**src/sv/lcdne_pkg.sv**
```systemverilog
// lcdne_pkg: shared types, codes and the glyph table for the lcd character nibble encoder
// no dependencies; imported by lcdne_encode and lcd_character_nibble_encoder
package lcdne_pkg;

   localparam int CodeWidth = 8;
   localparam int AddrWidth = 7;
   localparam int NibbleWidth = 4;
   localparam int CsrIndexWidth = 1;

   // configuration register indexes
   localparam logic [CsrIndexWidth-1:0] CSR_SECOND_LINE_BASE = 1'd0;
   localparam logic [CsrIndexWidth-1:0] CSR_THIRD_LINE_BASE = 1'd1;

   localparam logic [AddrWidth-1:0] SECOND_LINE_BASE_RESET = 7'd64;
   localparam logic [AddrWidth-1:0] THIRD_LINE_BASE_RESET = 7'd20;

   // control character codes
   localparam logic [CodeWidth-1:0] CHR_BELL = 8'h07;
   localparam logic [CodeWidth-1:0] CHR_BACKSPACE = 8'h08;
   localparam logic [CodeWidth-1:0] CHR_NEWLINE = 8'h0A;
   localparam logic [CodeWidth-1:0] CHR_FORM_FEED = 8'h0C;

   // display commands
   localparam logic [CodeWidth-1:0] CMD_SET_DDRAM = 8'h80;
   localparam logic [CodeWidth-1:0] CMD_CLEAR = 8'h01;
   localparam logic [CodeWidth-1:0] CMD_CURSOR_LEFT = 8'h10;

   localparam logic RS_COMMAND = 1'b0;
   localparam logic RS_DATA = 1'b1;

   // cyrillic glyphs for codes 0xc0-0xff
   localparam logic [CodeWidth-1:0] CYR_GLYPH [0:63] = '{
      8'h41, 8'hA0, 8'h42, 8'hA1, 8'hE0, 8'h45, 8'hA3, 8'hA4,
      8'hA5, 8'hA6, 8'h4B, 8'hA7, 8'h4D, 8'h48, 8'h4F, 8'hA8,
      8'h50, 8'h43, 8'h54, 8'hA9, 8'hAA, 8'h58, 8'hE1, 8'hAB,
      8'hAC, 8'hE2, 8'hAD, 8'hAE, 8'hAD, 8'hAF, 8'hB0, 8'hB1,
      8'h61, 8'hB2, 8'hB3, 8'hB4, 8'hE3, 8'h65, 8'hB6, 8'hB7,
      8'hB8, 8'hB9, 8'hBA, 8'hBB, 8'hBC, 8'hBD, 8'h6F, 8'hBE,
      8'h70, 8'h63, 8'hBF, 8'h79, 8'hE4, 8'h78, 8'hE5, 8'hC0,
      8'hC1, 8'hE6, 8'hC2, 8'hC3, 8'hC4, 8'hC5, 8'hC6, 8'hC7
   };

   typedef struct packed {
      logic [CodeWidth-1:0] data_byte;
      logic register_select;
   } enc_type;

endpackage

```
**src/sv/lcdne_encode.sv**
```systemverilog
// lcdne_encode: maps one character code to a display byte and register-select bit
// depends on lcdne_pkg
module lcdne_encode (
   input  logic [lcdne_pkg::CodeWidth-1:0] code,
   input  logic [lcdne_pkg::AddrWidth-1:0] second_line_base,
   input  logic [lcdne_pkg::AddrWidth-1:0] third_line_base,
   output lcdne_pkg::enc_type              enc
);
   import lcdne_pkg::*;

   always_comb begin
      enc.register_select = RS_COMMAND;
      enc.data_byte = code;
      unique case (code)
         CHR_BELL: begin
            enc.data_byte = CMD_SET_DDRAM | {1'b0, second_line_base};
         end
         CHR_BACKSPACE: begin
            enc.data_byte = CMD_CURSOR_LEFT;
         end
         CHR_NEWLINE: begin
            enc.data_byte = CMD_SET_DDRAM | {1'b0, third_line_base};
         end
         CHR_FORM_FEED: begin
            enc.data_byte = CMD_CLEAR;
         end
         default: begin
            enc.register_select = RS_DATA;
            if (code[7:6] == 2'b11) begin
               enc.data_byte = CYR_GLYPH[code[5:0]];
            end else begin
               enc.data_byte = code;
            end
         end
      endcase
   end

endmodule

```
**src/sv/lcd_character_nibble_encoder.sv**
```systemverilog
// lcd_character_nibble_encoder: top level, character item in, two nibble items out
// depends on lcdne_pkg and lcdne_encode
//
// Each accepted character becomes one display byte sent as two result items: the high
// nibble, then the low nibble with rsp_last_nibble set; both carry the same register
// select. A character is held in the input register and is encoded into the result register,
// which shows the high nibble first. The result register sends one nibble per cycle while
// rsp_stall is low; the input register can take the next character as the high nibble is
// loaded, and holds it while the low nibble goes out.
module lcd_character_nibble_encoder (
   input  logic                               clock,
   input  logic                               reset,
   input  logic                               req_valid,
   output logic                               req_stall,
   input  logic [lcdne_pkg::CodeWidth-1:0]    req_char_code,
   output logic                               rsp_valid,
   input  logic                               rsp_stall,
   output logic [lcdne_pkg::NibbleWidth-1:0]  rsp_bus_nibble,
   output logic                               rsp_register_select,
   output logic                               rsp_last_nibble,
   input  logic                               csr_write,
   input  logic [lcdne_pkg::CsrIndexWidth-1:0] csr_index,
   input  logic [lcdne_pkg::AddrWidth-1:0]    csr_wdata
);
   import lcdne_pkg::*;

   logic [AddrWidth-1:0]   second_base_ff, second_base_in;
   logic [AddrWidth-1:0]   third_base_ff, third_base_in;
   logic                   in_valid_ff, in_valid_in;
   logic [CodeWidth-1:0]   in_code_ff, in_code_in;
   logic                   out_valid_ff, out_valid_in;
   logic [NibbleWidth-1:0] out_nibble_ff, out_nibble_in;
   logic                   out_rs_ff, out_rs_in;
   logic                   out_last_ff, out_last_in;
   logic                   low_pend_ff, low_pend_in;
   logic [NibbleWidth-1:0] low_nibble_ff, low_nibble_in;
   enc_type                enc;
   logic                   out_free;
   logic                   in_take;

   lcdne_encode u_encode (
      .code             (in_code_ff),
      .second_line_base (second_base_ff),
      .third_line_base  (third_base_ff),
      .enc              (enc)
   );

   always_comb begin
      second_base_in = second_base_ff;
      third_base_in = third_base_ff;
      if (csr_write) begin
         unique case (csr_index)
            CSR_SECOND_LINE_BASE: second_base_in = csr_wdata;
            CSR_THIRD_LINE_BASE:  third_base_in = csr_wdata;
            default: ;
         endcase
      end
   end

   always_comb begin
      out_free = !out_valid_ff || !rsp_stall;
      in_take = 1'b0;
      out_valid_in = out_valid_ff;
      out_nibble_in = out_nibble_ff;
      out_rs_in = out_rs_ff;
      out_last_in = out_last_ff;
      low_pend_in = low_pend_ff;
      low_nibble_in = low_nibble_ff;
      if (out_free) begin
         if (low_pend_ff) begin
            out_valid_in = 1'b1;
            out_nibble_in = low_nibble_ff;
            out_last_in = 1'b1;
            low_pend_in = 1'b0;
         end else if (in_valid_ff) begin
            in_take = 1'b1;
            out_valid_in = 1'b1;
            out_nibble_in = enc.data_byte[7:4];
            out_rs_in = enc.register_select;
            out_last_in = 1'b0;
            low_pend_in = 1'b1;
            low_nibble_in = enc.data_byte[3:0];
         end else begin
            out_valid_in = 1'b0;
         end
      end
   end

   assign req_stall = in_valid_ff && !in_take;

   always_comb begin
      in_valid_in = in_valid_ff && !in_take;
      in_code_in = in_code_ff;
      if (req_valid && !req_stall) begin
         in_valid_in = 1'b1;
         in_code_in = req_char_code;
      end
   end

   always_ff @(posedge clock) begin
      if (reset) begin
         second_base_ff <= SECOND_LINE_BASE_RESET;
         third_base_ff <= THIRD_LINE_BASE_RESET;
         in_valid_ff <= 1'b0;
         out_valid_ff <= 1'b0;
         low_pend_ff <= 1'b0;
      end else begin
         second_base_ff <= second_base_in;
         third_base_ff <= third_base_in;
         in_valid_ff <= in_valid_in;
         out_valid_ff <= out_valid_in;
         low_pend_ff <= low_pend_in;
      end
   end

   always_ff @(posedge clock) begin
      in_code_ff <= in_code_in;
      out_nibble_ff <= out_nibble_in;
      out_rs_ff <= out_rs_in;
      out_last_ff <= out_last_in;
      low_nibble_ff <= low_nibble_in;
   end

   assign rsp_valid = out_valid_ff;
   assign rsp_bus_nibble = out_nibble_ff;
   assign rsp_register_select = out_rs_ff;
   assign rsp_last_nibble = out_last_ff;

   // a pending low nibble means its high nibble is on the output
   assert property (@(posedge clock) disable iff (reset)
      low_pend_ff |-> (out_valid_ff && !out_last_ff))
      else $error("low nibble pending without high nibble shown");

   // high nibble taken is followed at once by the low nibble with the same select
   assert property (@(posedge clock) disable iff (reset)
      (rsp_valid && !rsp_stall && !rsp_last_nibble) |=>
         (rsp_valid && rsp_last_nibble
          && rsp_register_select == $past(rsp_register_select)))
      else $error("low nibble did not follow high nibble");

   // the input register is not drained while a low nibble is still owed
   assert property (@(posedge clock) disable iff (reset)
      low_pend_ff |-> !in_take)
      else $error("item taken before low nibble sent");

endmodule
```
**config.mk**
```make
export PLATFORM = sky130hd
export DESIGN_NAME = lcd_character_nibble_encoder
export DESIGN_NICKNAME = d
export VERILOG_FILES = /design/src/sv/lcdne_pkg.sv /design/src/sv/lcdne_encode.sv /design/src/sv/lcd_character_nibble_encoder.sv
export SDC_FILE = /design/constraint.sdc
export NUM_CORES = 1
export LEC_CHECK = 0
export CAP_MARGIN = 40
export CORE_ASPECT_RATIO = 1.1
export CORE_UTILIZATION = 55
export CTS_CLUSTER_DIAMETER = 40
export CTS_CLUSTER_SIZE = 16
export DETAILED_ROUTE_END_ITERATION = 16
export DONT_BUFFER_PORTS = 1
export PLACE_DENSITY = 0.7
export SKIP_CTS_REPAIR_TIMING = 1
export SYNTH_ARGS = -nofsm -noshare
export SYNTH_HDL_FRONTEND = slang
export SYNTH_SLANG_ARGS = --single-unit
```
**constraint.sdc**
```tcl
create_clock -name clock -period 3.15 [get_ports clock]
set_clock_uncertainty 0.15 [all_clocks]
set_input_delay 0.63 -clock clock [delete_from_list [all_inputs] [get_ports clock]]
set_output_delay 0.63 -clock clock [all_outputs]
set_load 0.01 [all_outputs]
```
Word level (Yosys, flattened, before mapping) --
Memories as Yosys holds them, arrays and structs flattened. Cells that the tools add are included.
Cells by class: equal/unequal tests 5, reductions and logical operators 13, multiplexer cells 13, bitwise logic cells 3, magnitude comparators 1
Operators by type and width (number):
- 8-bit one-hot mux with 4 select lines | 1
- 8-bit by 4-bit equality test with 1-bit output, second input constant | 3
- 8-bit 2-to-1 mux | 3
- 8-bit by 3-bit equality test with 1-bit output, second input constant | 1
- 4-bit 2-to-1 mux | 2
- 7-bit >= comparator, second input constant | 1
- 1-bit 2-to-1 mux | 7
- 6-bit NOT with 7-bit output | 1
- 2-bit AND reduction | 3
- 1-bit zero test | 4
- 4-bit OR reduction | 1
- 3-bit AND reduction | 1
- 2-bit equality test, second input constant | 1
- 1-bit logical AND | 2
- 1-bit NOT | 2
- 2-bit nonzero test | 1
- 1-bit logical OR | 1
Storage, ports and cells: bits in registers 35, memory bits (read-only) 512, memories 1, input port bits 21
Memory list:
- (no name shown) | words 64, width 8, read ports 1, clocked after Yosys merged registers in 0, write ports 0, line lcdne_encode.sv:30 | enc.data_byte = CYR_GLYPH[code[5:0]];

Longest topological paths before layout --
depth after elaboration 8, mapped depth 9, gate-level depth less buffers 8

Modules after synthesis --
From an unflattened synthesis, not the netlist that was laid out.
Unflattened totals: cells, all modules 266, area total of the unflattened synthesis 2327.2 um^2
Modules (own cells, without submodules):
- lcd_character_nibble_encoder | times used 1, area an instance 1247.4 um^2, seq. area each 880.8 um^2, cells an instance 93
- lcdne_encode | times used 1, area an instance 1079.8 um^2, seq. area each 0.0 um^2, cells an instance 173

Least setup slack after synthesis --
No wires, ideal clock.
path type reg2reg, from register in_code_ff[1], to register low_nibble_ff[2], data pin, cell stages (with the launch flop) 9, data required time 2744 ps, library setup time 256 ps, clock period less this slack 2384 ps, arrival 1978 ps, path slack 766 ps, path through edfxtp_1 buf_2 inv_1 ha_1 or3b_2 a32oi_1 mux4_2 a21o_1 o21ai_1
RTL lines:
- from (decl) | line lcd_character_nibble_encoder.sv:30 | logic [CodeWidth-1:0] in_code_ff, in_code_in;
- from (signal assigned) | line lcd_character_nibble_encoder.sv:117 | in_code_ff <= in_code_in;
- to (signal assigned) | line lcd_character_nibble_encoder.sv:121 | low_nibble_ff <= low_nibble_in;
- to (decl) | line lcd_character_nibble_encoder.sv:36 | logic [NibbleWidth-1:0] low_nibble_ff, low_nibble_in;

Final worst setup path --
from register in_code_ff[2], to register out_nibble_ff[3], in the netlist rsp_bus_nibble[3], data pin
On the way: cells in the longest elaborated chain, start to end 8
RTL lines:
- 6-bit NOT with 7-bit output (not written as such) | line lcdne_encode.sv:30
- memory read 64 x 8 bit
- 8-bit 2-to-1 mux (not written as such) (2 in series) | line lcdne_encode.sv:30
- 8-bit 2-to-1 mux | line lcdne_encode.sv:29 | if (code[7:6] == 2'b11) begin
- 8-bit one-hot mux with 4 select lines (*) | line lcdne_encode.sv:14 | unique case (code)
- 4-bit 2-to-1 mux (*) | line lcd_character_nibble_encoder.sv:75 | end else if (in_valid_ff) begin
- 4-bit 2-to-1 mux (*) | line lcd_character_nibble_encoder.sv:70 | if (low_pend_ff) begin
- to (signal assigned) | line lcd_character_nibble_encoder.sv:118 | out_nibble_ff <= out_nibble_in;
- to (decl) | line lcd_character_nibble_encoder.sv:32 | logic [NibbleWidth-1:0] out_nibble_ff, out_nibble_in;
Every way passes the cells marked *; elsewhere a longest branch is shown, timed or not. The select of a mux whose other input is x is not followed. A chain may end at the register's enable or synchronous reset.

==> metrics.md <==
| Metric | Value |
|---|---|
| Outcome | complete, no violations |
| YS warnings | 0 |
| Max-Cap Viols | 0 |
| WL met2 | 2.45 mm |
| Drt initial violations | 147 |
| Critical path class | flip-flop to flip-flop |
| Main synth FF type | edfxtp_1 |
| Vias in the first global route | 1837 |
| Top Metal Used | met4 |
| Met3 WL | 340 um |
| Final Max Tran Viols | 0 |
| Max transition margin | 44.6% |
| CP cell instances | buf_4 -> nor3b_1 -> a2111oi_0 -> nor4_1 -> a211oi_1 -> o21ai_0 |
| Total core area | 3990 um2 |
| Final Hold Vio Count | 0 |
| Sequential share of the synthesized area | 38.0% |
| TritonCTS Buffers | 5 |
| Simple-gate area share of the yosys netlist | 16.7% |
| # rows | 24 |
| CP max stage delay | 650 ps |
| Post-route DRC | 0 |
| Max clock buf depth | 2 |
| Tot Pwr | 1030 uW |
| Htree depth | 2 |
| Synth cell types | 52 |
| Ant diodes | 0 |
| Post-synthesis mux area share | 6.31% |
| Starting Density | 58.1% |
| Syn Inst Count | 262 |
| Largest net degree at the start of global routing | 38 |
| Ports | 29 |
| DR vias/cell | 6.34 |
| Complex-gate fraction of the synthesized area | 26.8% |
| Synth-to-Final Area Change | 3.45% |
| Post-synthesis register bit count | 35 |
| First-pass GRT wire length | 8.80 mm |
| Worst slew pin tran | 810 ps |
| Routability cong. | 0.904 |
| FFs w/ async S/R, synth | 0% |
| DRT met1 WL | 2.35 mm |
| Antenna violations before repair | 0 |
| Post-DP HPWL | 3.84 mm |
| Fmax | 396 MHz |
| CP startpoint kind | flip-flop |
| XOR/XNOR Fraction of Synth Area | 0.378% |
| Die H | 70.1 um |
| Critical path capture point type | flip-flop |
| Worst Path Required | 3020 ps |
| Synth Area in Adders | 4.32% |
| Setup tns final | 0 ps |
| Peak VDD IR | 0.000276 V |
| WP data arrival | 2390 ps |
| CP max-delay cell | a2111oi_0 |
| Power per Cell Area | 431 nW/um2 |
| Die ar. | 4480 um2 |
| Syn Area/Cell | 8.85 um2 |
| Unrepaired setup endpoints after global routing | no |
| Main combinational cell family by area after synthesis | compound AO/OA/AOI/OAI gates |
| Syn_nets | 291 |
| CP max FO | 18 |
| Antenna viol nets, final | 0 |
| I/O Buffers | 0 |
| Worst skew pair latency | 280 ps |
| Layout cell share with drive strength beyond 1 | 8.73% |
| Global route total overflow | 0 |
| Routed length per placed instance | 17.2 um |
| Clock transition at the registers of the reported paths | 70 ps |
| Die Wd | 63.9 um |
| Number of synthesized flops with an enable pin | 18 |
| DRT Pass-1 Iters | 4 |
| Leakage | 0.000898 uW |
| Post-route minimum period | 2520 ps |
| CTS Root Cell | clkbuf_8 |
| Fin nets | 280 |
| Final wirelength | 5.24 mm |
| GR Util All Layers | 25.4% |
| TritonCTS clock tree | yes |
| Cell Area, Synth | 2320 um2 |
| Final period util | 80.1% |
| Clk sinks | 35 |
| Via count | 1928 |
| Final-report setup violation count | 0 |
| Type of the worst min-delay path | primary input to flip-flop |
[registers in the layout, indices dropped and copies added, names as in the netlist]
register and flops:
rsp_valid 1, rsp_bus_nibble 4, rsp_register_select 1, in_code_ff 8, low_pend_ff 1, rsp_last_nibble 1, low_nibble_ff 4, in_valid_ff 1
second_base_ff 7, third_base_ff 7
[metal layers]
metal / up-vias / global-route usage (%)
li1: 942 / -
met3: 10 / 8.01
met1: 901 / 34.3
met5: - / 0
met2: 75 / 38.2
met4: 0 / 8.84
[final timing paths]
check | start | endpoint | slack, ps | cells past startpoint
worst max register to register | in_code_ff[2]$_DFFE_PP_ | rsp_bus_nibble[3]$_DFFE_PP_ | 630 | 6
worst min register to register | third_base_ff[0]$_SDFFE_PP0P_ | third_base_ff[0]$_SDFFE_PP0P_ | 300 | 2
worst max-delay path | in_code_ff[2]$_DFFE_PP_ | rsp_bus_nibble[3]$_DFFE_PP_ | 630 | 6
worst min-delay path | reset | third_base_ff[6]$_SDFFE_PP0P_ | 250 | 1
[synth_stat cells (2+ instances only)]
cell type,instances,share of area (%)
a21oi_1,24,5.2
o21ai_0,20,4.3
edfxtp_1,18,23
dfxtp_1,17,15
nand2_1,16,2.6
nor2_1,16,2.6
clkbuf_1,13,2.1
inv_1,13,2.1
a22oi_1,11,3.6
nand2b_1,11,3.0
mux2i_1,9,3.9
buf_2,8,1.7
ha_1,8,4.3
nor2b_1,7,1.9
o211ai_1,7,2.3
nand3_1,6,1.3
a211o_1,5,1.9
nor3_1,5,1.1
o22ai_1,5,1.3
and3_1,3,0.81
a2111oi_0,2,0.76
a211oi_1,2,0.65
a21o_1,2,0.65
a31oi_1,2,0.54
a32oi_1,2,0.76
and3b_1,2,0.76
buf_6,2,0.97
mux4_2,2,1.9
[cells by family after synthesis]
| logic type | count (synthesis) |
|---|---|
| muxes | 12 |
| buffers and inverters | 39 |
| adders and majority gates | 8 |
| and+or+nand+nor | 74 |
| AOI/OAI and AO/OA | 93 |
| xor gates and xnor gates | 1 |
| DFF | 35 |
[cell type report]
type                       instances  area (um2)
clock buffer                       6        72.6
inverter                          14        52.6
timing repair buffer               7        52.6
sequential                        35         881
fill                             352        1600
tap                               52        65.1
clock inverter                     2        12.5
multi-input combinational        188        1260
[critical path: cells and delay by family, from the launching register on]
kind / cells / cell delay (ps)
DFF: 1 / 560
and+or+nand+nor: 2 / 170
buffers and inverters: 1 / 280
AOI/OAI and AO/OA: 3 / 1100
[stage by stage]
stage                     utilization, %  cells  hold WS, ps  setup WS [ps]  area [um2]
after floorplan                        -    262          256            766        2320
after global placement              57.9    296          288            778        2310
after detailed placement            57.9    296          292            720        2310
after CTS                           60.1    304          252            720        2400
after global routing                60.1    304          241            630        2400
final                               60.1    304          255            628        2400
[cells in the final DEF (no fill, tap or decap), drive strengths merged, types with 6 or more instances in the layout]
cell type and n:
a21oi 24, a22oi 11, buf 7, clkbuf 6, dfxtp 17, edfxtp 18, ha 8, inv 14
mux2i 9, nand2 16, nand2b 11, nand3 6, nor2 16, nor2b 7, o211ai 7, o21ai 22
[power by group]
| part | total [uW] | switching [uW] | internal (uW) |
|---|---|---|---|
| logic | 192 | 115 | 77.0 |
| clock network | 308 | 153 | 154 |
| registers | 533 | 20.6 | 512 |
Power figures use the tool's default switching activity.
